`src/design/tfpc_pkg.sv`:
```
// Shared widths, constants and segment tables of the thermistor fan controller.
package tfpc_pkg;

    localparam int ADC_BITS = 12;
    localparam int ADC_FS   = (1 << ADC_BITS) - 1;

    localparam int IN_TW   = ((ADC_BITS + 7) / 8) * 8;
    localparam int DUTY_W  = 10;
    localparam int TEMP_W  = 8;
    localparam int OUT_TW  = ((DUTY_W + TEMP_W + 7) / 8) * 8;
    localparam int SP_W    = 8;
    localparam int GAIN_W  = 10;
    localparam int CFG_W   = 10;
    localparam int CFG_AW  = 2;

    // Datapath widths
    localparam int KW      = ADC_BITS + 6;   // 33 * code
    localparam int BW      = 19;             // segment B coefficient
    localparam int CCW     = 12;             // segment C coefficient
    localparam int PW      = ADC_BITS + 24;  // B * K and A * F
    localparam int DW      = ADC_BITS + 17;  // C * K, the divisor
    localparam int NW      = PW + 8;         // dividend magnitude, scaled by 256
    localparam int CW      = NW + 1;         // divider compare width
    localparam int TQ_BITS = 16;             // temperature, 8 fraction bits
    localparam int ERR_W   = 18;
    localparam int UW      = ERR_W + GAIN_W + 1;

    localparam logic signed [TQ_BITS-1:0] TQ_MIN = 16'sh8000;
    localparam logic signed [TQ_BITS-1:0] TQ_MAX = 16'sh7FFF;

    // Configuration register indexes
    localparam logic [CFG_AW-1:0] REG_SETPOINT = 2'd0;
    localparam logic [CFG_AW-1:0] REG_GAIN     = 2'd1;
    localparam logic [CFG_AW-1:0] REG_DUTY_MAX = 2'd2;
    localparam logic [CFG_AW-1:0] REG_DUTY_MIN = 2'd3;

    localparam logic [SP_W-1:0]   SETPOINT_RST = 8'd30;
    localparam logic [GAIN_W-1:0] GAIN_RST     = 10'd300;
    localparam logic [DUTY_W-1:0] DUTY_MAX_RST = 10'd998;
    localparam logic [DUTY_W-1:0] DUTY_MIN_RST = 10'd0;

    // code * 330 < E * FS  <=>  code < ceil(E * FS / 330)
    localparam logic [ADC_BITS-1:0] SEG_TH0 = ADC_BITS'((174 * ADC_FS + 329) / 330);
    localparam logic [ADC_BITS-1:0] SEG_TH1 = ADC_BITS'((222 * ADC_FS + 329) / 330);
    localparam logic [ADC_BITS-1:0] SEG_TH2 = ADC_BITS'((259 * ADC_FS + 329) / 330);
    localparam logic [ADC_BITS-1:0] SEG_TH3 = ADC_BITS'((284 * ADC_FS + 329) / 330);

    localparam int SEG_W = 3;
    localparam logic [SEG_W-1:0] SEG0 = 3'd0;
    localparam logic [SEG_W-1:0] SEG1 = 3'd1;
    localparam logic [SEG_W-1:0] SEG2 = 3'd2;
    localparam logic [SEG_W-1:0] SEG3 = 3'd3;
    localparam logic [SEG_W-1:0] SEG4 = 3'd4;

    // A * F with F = 10 * FS
    localparam logic [PW-1:0] AF_LOW  = PW'(longint'(165000) * 10 * ADC_FS);
    localparam logic [PW-1:0] AF_HIGH = PW'(longint'(330000) * 10 * ADC_FS);

    function automatic logic [BW-1:0] seg_b(input logic [SEG_W-1:0] seg);
        case (seg)
            SEG0:    seg_b = BW'(171225);
            SEG1:    seg_b = BW'(262460);
            SEG2:    seg_b = BW'(205960);
            SEG3:    seg_b = BW'(169120);
            default: seg_b = BW'(145640);
        endcase
    endfunction

    function automatic logic [CCW-1:0] seg_c(input logic [SEG_W-1:0] seg);
        case (seg)
            SEG0:    seg_c = CCW'(2849);
            SEG1:    seg_c = CCW'(2729);
            SEG2:    seg_c = CCW'(1383);
            SEG3:    seg_c = CCW'(737);
            default: seg_c = CCW'(411);
        endcase
    endfunction

    function automatic logic [PW-1:0] seg_af(input logic [SEG_W-1:0] seg);
        case (seg)
            SEG0:    seg_af = AF_LOW;
            default: seg_af = AF_HIGH;
        endcase
    endfunction

endpackage

```
`src/design/thermistor_fan_p_controller.sv`:
```
// Thermistor fan controller: ADC code to temperature and proportional fan duty.
//
// Input channel s_axis: one ADC sample per transfer in tdata. Output channel
// m_axis: one result per input, fan duty compare value and whole temperature.
// Configuration: cfg_we / cfg_addr / cfg_wdata write setpoint (0), gain (1),
// duty upper clamp (2) and duty lower clamp (3); write only while idle.
//
// Throughput: one sample per cycle while the skid register is empty. The depth
// of the pipeline is set by the restoring divider, one quotient bit per stage
// over 16 stages, plus input capture, segment select, the coefficient
// multiply, the signed split of the dividend, the temperature saturation,
// the gain multiply and the output register.
//
// Reset clears all valid bits and loads the register defaults (30, 300, 998,
// 0); the pipeline is empty and s_axis_tready is high after reset.
// When m_axis stalls, the output register holds and a skid register takes
// the next result; s_axis_tready drops only while the skid register is
// full, so nothing is lost or repeated.
module thermistor_fan_p_controller
    import tfpc_pkg::*;
(
    input  logic              clk,
    input  logic              rst_n,
    input  logic              s_axis_tvalid,
    output logic              s_axis_tready,
    input  logic [IN_TW-1:0]  s_axis_tdata,   // [11:0] adc_code, rest zero
    output logic              m_axis_tvalid,
    input  logic              m_axis_tready,
    output logic [OUT_TW-1:0] m_axis_tdata,   // [9:0] duty_compare, [17:10] temperature_whole
    input  logic              cfg_we,
    input  logic [CFG_AW-1:0] cfg_addr,
    input  logic [CFG_W-1:0]  cfg_wdata
);

    localparam int QB = TQ_BITS;

    // Configuration registers
    logic [SP_W-1:0]   setpoint_reg;
    logic [GAIN_W-1:0] gain_reg;
    logic [DUTY_W-1:0] duty_max_reg;
    logic [DUTY_W-1:0] duty_min_reg;

    always_ff @(posedge clk or negedge rst_n)
    begin
        if (!rst_n)
        begin
            setpoint_reg <= SETPOINT_RST;
            gain_reg     <= GAIN_RST;
            duty_max_reg <= DUTY_MAX_RST;
            duty_min_reg <= DUTY_MIN_RST;
        end
        else if (cfg_we)
        begin
            case (cfg_addr)
                REG_SETPOINT: setpoint_reg <= cfg_wdata[SP_W-1:0];
                REG_GAIN:     gain_reg     <= cfg_wdata[GAIN_W-1:0];
                REG_DUTY_MAX: duty_max_reg <= cfg_wdata[DUTY_W-1:0];
                REG_DUTY_MIN: duty_min_reg <= cfg_wdata[DUTY_W-1:0];
                default: ;
            endcase
        end
    end

    // Pipeline enable: advance whenever the skid register is free
    logic skid_valid_reg;
    logic en;
    assign en            = !skid_valid_reg;
    assign s_axis_tready = en;

    // Stage 1: capture sample
    logic                v1_reg;
    logic [ADC_BITS-1:0] code1_reg;

    // Stage 2: segment select and K = 33 * code
    logic             v2_reg;
    logic [KW-1:0]    k2_reg;
    logic [SEG_W-1:0] seg2_reg;
    logic             zero2_reg;
    logic [KW-1:0]    k2_next;
    logic [SEG_W-1:0] seg2_next;

    always_comb
    begin
        k2_next   = KW'({code1_reg, 5'b00000}) + KW'(code1_reg);
        seg2_next = SEG4;
        if (code1_reg < SEG_TH3)
            seg2_next = SEG3;
        if (code1_reg < SEG_TH2)
            seg2_next = SEG2;
        if (code1_reg < SEG_TH1)
            seg2_next = SEG1;
        if (code1_reg < SEG_TH0)
            seg2_next = SEG0;
    end

    // Stage 3: B * K and C * K
    logic             v3_reg;
    logic [PW-1:0]    p3_reg;
    logic [DW-1:0]    d3_reg;
    logic [SEG_W-1:0] seg3_reg;
    logic             zero3_reg;
    logic [PW-1:0]    p3_next;
    logic [DW-1:0]    d3_next;

    assign p3_next = PW'(seg_b(seg2_reg)) * PW'(k2_reg);
    assign d3_next = DW'(seg_c(seg2_reg)) * DW'(k2_reg);

    // Divider stages; index 0 holds the signed split of the dividend
    logic          dv_reg    [0:QB];
    logic [NW-1:0] drem_reg  [0:QB];
    logic [DW-1:0] dden_reg  [0:QB];
    logic          dneg_reg  [0:QB];
    logic          dzero_reg [0:QB];
    logic [QB-1:0] quo_reg   [1:QB];
    logic [NW-1:0] drem_next [1:QB];
    logic [QB-1:0] quo_next  [1:QB];

    logic signed [PW:0] diff;
    logic [PW-1:0]      mag;
    logic [NW-1:0]      rem0_next;
    logic               neg0_next;

    always_comb
    begin
        diff      = $signed({1'b0, p3_reg}) - $signed({1'b0, seg_af(seg3_reg)});
        neg0_next = diff[PW];
        mag       = neg0_next ? PW'(-diff) : PW'(diff);
        rem0_next = {mag, 8'h00};
    end

    for (genvar i = 0; i < QB; i++)
    begin : g_div
        localparam int SH = QB - 1 - i;
        logic [QB-1:0] q_prev;
        logic [CW-1:0] shifted;
        logic          fits;

        if (i == 0)
        begin : g_first
            assign q_prev = '0;
        end
        else
        begin : g_rest
            assign q_prev = quo_reg[i];
        end

        always_comb
        begin
            shifted       = CW'(dden_reg[i]) << SH;
            fits          = CW'(drem_reg[i]) >= shifted;
            drem_next[i+1] = fits ? NW'(CW'(drem_reg[i]) - shifted) : drem_reg[i];
            quo_next[i+1]  = {q_prev[QB-2:0], fits};
        end
    end

    // Temperature stage: sign, saturation, code zero
    logic                      vt_reg;
    logic signed [TQ_BITS-1:0] t_reg;
    logic signed [TQ_BITS-1:0] t_next;
    logic [TQ_BITS-1:0]        qmag;

    always_comb
    begin
        qmag = {1'b0, quo_reg[QB][QB-2:0]};
        if (dzero_reg[QB])
            t_next = TQ_MIN;
        else if (quo_reg[QB][QB-1])
            t_next = dneg_reg[QB] ? TQ_MIN : TQ_MAX;
        else if (dneg_reg[QB])
            t_next = -$signed(qmag);
        else
            t_next = $signed(qmag);
    end

    // Gain stage: u = gain * (T - setpoint), whole degrees toward zero
    logic                    vu_reg;
    logic signed [UW-1:0]    u_reg;
    logic [TEMP_W-1:0]       whole_reg;
    logic signed [ERR_W-1:0] err;
    logic signed [UW-1:0]    u_next;
    logic [TEMP_W-1:0]       whole_next;

    always_comb
    begin
        err        = ERR_W'(t_reg) - $signed({2'b00, setpoint_reg, 8'h00});
        u_next     = UW'(err) * UW'($signed({1'b0, gain_reg}));
        whole_next = t_reg[15:8] + TEMP_W'(t_reg[15] && (t_reg[7:0] != 8'h00));
    end

    // Duty clamp, feeds the output register
    logic signed [UW-1:0] max_q;
    logic signed [UW-1:0] min_q;
    logic [DUTY_W-1:0]    duty_next;

    always_comb
    begin
        max_q = $signed(UW'({duty_max_reg, 8'h00}));
        min_q = $signed(UW'({duty_min_reg, 8'h00}));
        if (u_reg > max_q)
            duty_next = duty_max_reg;
        else if (u_reg < min_q)
            duty_next = duty_min_reg;
        else
            duty_next = u_reg[DUTY_W+7:8];
    end

    // Valid bits
    always_ff @(posedge clk or negedge rst_n)
    begin
        if (!rst_n)
        begin
            v1_reg <= 1'b0;
            v2_reg <= 1'b0;
            v3_reg <= 1'b0;
            for (int j = 0; j <= QB; j++)
                dv_reg[j] <= 1'b0;
            vt_reg <= 1'b0;
            vu_reg <= 1'b0;
        end
        else if (en)
        begin
            v1_reg    <= s_axis_tvalid;
            v2_reg    <= v1_reg;
            v3_reg    <= v2_reg;
            dv_reg[0] <= v3_reg;
            for (int j = 1; j <= QB; j++)
                dv_reg[j] <= dv_reg[j-1];
            vt_reg <= dv_reg[QB];
            vu_reg <= vt_reg;
        end
    end

    // Payload
    always_ff @(posedge clk)
    begin
        if (en)
        begin
            code1_reg    <= s_axis_tdata[ADC_BITS-1:0];
            k2_reg       <= k2_next;
            seg2_reg     <= seg2_next;
            zero2_reg    <= (code1_reg == '0);
            p3_reg       <= p3_next;
            d3_reg       <= d3_next;
            seg3_reg     <= seg2_reg;
            zero3_reg    <= zero2_reg;
            drem_reg[0]  <= rem0_next;
            dden_reg[0]  <= d3_reg;
            dneg_reg[0]  <= neg0_next;
            dzero_reg[0] <= zero3_reg;
            for (int j = 1; j <= QB; j++)
            begin
                drem_reg[j]  <= drem_next[j];
                quo_reg[j]   <= quo_next[j];
                dden_reg[j]  <= dden_reg[j-1];
                dneg_reg[j]  <= dneg_reg[j-1];
                dzero_reg[j] <= dzero_reg[j-1];
            end
            t_reg     <= t_next;
            u_reg     <= u_next;
            whole_reg <= whole_next;
        end
    end

    // Output register and skid register
    logic              out_valid_reg;
    logic [DUTY_W-1:0] out_duty_reg;
    logic [TEMP_W-1:0] out_temp_reg;
    logic [DUTY_W-1:0] skid_duty_reg;
    logic [TEMP_W-1:0] skid_temp_reg;

    always_ff @(posedge clk or negedge rst_n)
    begin
        if (!rst_n)
        begin
            out_valid_reg  <= 1'b0;
            skid_valid_reg <= 1'b0;
        end
        else if (!out_valid_reg || m_axis_tready)
        begin
            if (skid_valid_reg)
            begin
                out_valid_reg  <= 1'b1;
                skid_valid_reg <= 1'b0;
            end
            else
                out_valid_reg <= vu_reg;
        end
        else if (vu_reg && en)
            skid_valid_reg <= 1'b1;
    end

    always_ff @(posedge clk)
    begin
        if (!out_valid_reg || m_axis_tready)
        begin
            if (skid_valid_reg)
            begin
                out_duty_reg <= skid_duty_reg;
                out_temp_reg <= skid_temp_reg;
            end
            else
            begin
                out_duty_reg <= duty_next;
                out_temp_reg <= whole_reg;
            end
        end
        else if (vu_reg && en)
        begin
            skid_duty_reg <= duty_next;
            skid_temp_reg <= whole_reg;
        end
    end

    assign m_axis_tvalid = out_valid_reg;
    assign m_axis_tdata  = OUT_TW'({out_temp_reg, out_duty_reg});

endmodule

```
`config.mk`:
```
export PLATFORM = sky130hd
export DESIGN_NAME = thermistor_fan_p_controller
export DESIGN_NICKNAME = d
export VERILOG_FILES = /design/src/design/tfpc_pkg.sv /design/src/design/thermistor_fan_p_controller.sv
export SDC_FILE = /design/constraint.sdc
export NUM_CORES = 2
export LEC_CHECK = 0
export BUFFER_PORTS_ARGS = -buffer_cell sky130_fd_sc_hd__buf_2
export CAP_MARGIN = 20
export CORE_MARGIN = 2
export CORE_UTILIZATION = 45
export CTS_CLUSTER_SIZE = 16
export DETAILED_ROUTE_END_ITERATION = 8
export GPL_TIMING_DRIVEN = 0
export PLACE_DENSITY = 0.68
export SETUP_SLACK_MARGIN = 0.4
export SLEW_MARGIN = 20
export SYNTH_ARGS = -nofsm -noshare
export SYNTH_HDL_FRONTEND = slang
export SYNTH_SLANG_ARGS = --single-unit
export TNS_END_PERCENT = 100
```
`constraint.sdc`:
```
create_clock -name clk -period 172.3 [get_ports clk]
set_input_delay 51.69 -clock clk [delete_from_list [all_inputs] [get_ports clk]]
set_output_delay 51.69 -clock clk [all_outputs]
set_load 0.01 [all_outputs]
```
==> run summary <==
Die H = 481 µm
Io pins = 59
Dpl ws = 117,950 ps
Initial core utilization = 45.2%
Routed wire length = 262 mm
Initial antenna violation count = 3
R2R Path End = p3_reg[34]
Max Clock Skew = 51.2 ps
Count of cell types in the netlist = 93
Resized cells post-CTS = 0
Max reg flops = 604
First-pass DRT Iterations = 6
Slowest stage delay, CP = 560 ps
Global-route wire length before repair = 408 mm
Post-synth top flop = edfxtp_1
Worst slew margin = 21.5%
Largest net degree at the start of global routing = 63
Vias/cell = 5.48
Clock Pin Slew Worst Setup and Hold Paths = 60 ps
GR Overflow Total = 0
Via count = 70.9k
Detailed placement HPWL = 210 mm
Post-Route Setup TNS = 0 ps
Fin nets = 11.2k
Sequential area share after synthesis = 43.5%
Yosys warns = 0
Die ar. = 231,000 µm²
Synthesized instance count = 9,526
Synth top area share = 41.9%
Cell Area, Synth = 102,000 µm²
Vias in the first global route = 71.9k
Crit Path Class = flip-flop to output pin
Fin crit share = 32.0%
RR Startpoint = seg2_reg[2]
CP Launch Point = skid_valid_reg
Cts hold-fix bufs = 0
Max FO, Critical Path = 53
# port buffers = 48
CP endpoint kind = output pin
EDFF count, synth = 1,430
Total track usage = 22.6%
Clock Tree Buf Depth = 3
CTS sink cnt = 1,492
Post-route ant nets = 0
Worst path slowest cell = clkbuf_4
CTS Buf Count = 170
GP Congestion = 0.955
Ranking of synthesized cells by area = edfxtp_1, fa_1, ha_1
Worst R2R Path Depth = 26
Fmax achieved = 18.1 MHz
Layout cell share with drive strength beyond 1 = 5.83%
Tightest Pin Transition = 1170 ps
R2r setup slk = 162,380 ps
Critical Path RT = 120,610 ps
Remaining design rule violation count = 0
Final slew viol count = 0
Setup crit start kind = flip-flop
Worst Hold Class = flip-flop to flip-flop
Wire per inst = 20.3 µm
Most frequent cells in the layout = edfxtp_1, inv_1, ha_1
CORE AREA = 227,000 µm²
Clock root buffer = clkbuf_16
H-tree depth = 4
Async SR Flop Fraction = 4.16%
Area Growth Syn to Fin = 10.4%
Clock Latency Late Sink = 840 ps
Most used cell, CP = buf_12
CP arrival = 3440 ps
Most common cell after layout, fill and taps aside = edfxtp_1
Final setup fails = 0
Hold path depth = 0
DR iter-0 viols = 5,390
Fin util = 49.8%
Worst setup slack after layout = 117,170 ps
Fin Hold WS = 395 ps
Die width = 481 µm
Final Hold Fails = 0
Post-Syn Area per Cell = 10.8 µm²
Yosys top cell by area = edfxtp_1
CP cell instances = clkbuf_1 > inv_1 > clkbuf_4 > buf_12 > buf_12 > buf_12 > buf_16 > buf_2
Hold Crit Start = quo_reg[0][128]
Outcome = completed
CTS tree = yes
Post-synthesis register bit count = 1,492
FILL cells = 20.3k
RSZ-0062 raised after global routing = false
Min Clock Period, post-route = 55,140 ps
Hold Path Sink = quo_reg[0][145]
# rows = 175
Max-cap viol count = 0
Postcts setup bufs = 0
## stage by stage
step                      instances  cell area, µm²
after floorplan                9531          102000
after global placement        12588          106000
after detailed placement      12619          107000
after CTS                     12930          113000
after global routing          12931          113000
final                         12934          113000
## worst max path at each step
stage	to	depth (start not counted)
floorplan	s_axis_tready	3
global placement	s_axis_tready	4
detailed placement	s_axis_tready	8
CTS	s_axis_tready	8
global route	s_axis_tready	8
finish	s_axis_tready	8
## worst max-delay path, delay by kind of cell, from the launching register on
family	cells	cell delay, ps
buf+inv	8	2140
flops	1	360
## logic make-up (layout without fill, tap and decap cells)
| kind of cell | after synthesis | in the layout | share of synthesized area (%) |
|---|---|---|---|
| AOI/OAI and AO/OA | 1949 | 1949 | 11.9 |
| muxes | 167 | 167 | 1.81 |
| adders and majority gates | 1352 | 1352 | 20.5 |
| buffers and inverters | 1628 | 2018 | 6.00 |
| and+or+nand+nor | 2323 | 2323 | 11.1 |
| other | 2 | 11 | 0.00733 |
| xor gates and xnor gates | 613 | 613 | 5.24 |
| DFF | 1492 | 1492 | 43.5 |
## area by class of cell
class | instances | area [µm²] | area share, %
inverters | 1395 | 5240 | 4.63
plain buffers | 233 | 911 | 0.806
well taps | 3009 | 3760 | 3.33
multi-input cells | 6411 | 51900 | 45.9
diodes | 4 | 10.0 | 0.00886
flip-flops and latches | 1492 | 44500 | 39.4
clock buffers | 206 | 4420 | 3.91
clock inverters | 105 | 1370 | 1.21
repair buffers | 79 | 956 | 0.846
## routing by layer
layer / up-vias / track usage, % / share of wire, %
met3: 492 / 3.06 / 4.9
met2: 1980 / 38.2 / 48
li1: 33691 / - / -
met4: 0 / 8.71 / 4.1
met1: 34772 / 29.4 / 43
met5: - / 0 / 0
## synth_stat cells (85+ instances only)
cell type,instances
a21o_1,237
a21oi_1,579
and2_1,173
and3_1,85
clkbuf_1,206
edfxtp_1,1430
fa_1,538
ha_1,814
inv_1,1386
mux2_2,142
nand2_1,723
nand2b_1,107
nand3_1,133
nor2_1,505
nor2b_1,139
nor3_1,137
o21a_1,97
o21ai_0,511
xnor2_1,340
xor2_1,273
Power is not shown: default switching activity piles up to over one toggle a cycle in this logic, so the estimate is an artifact.
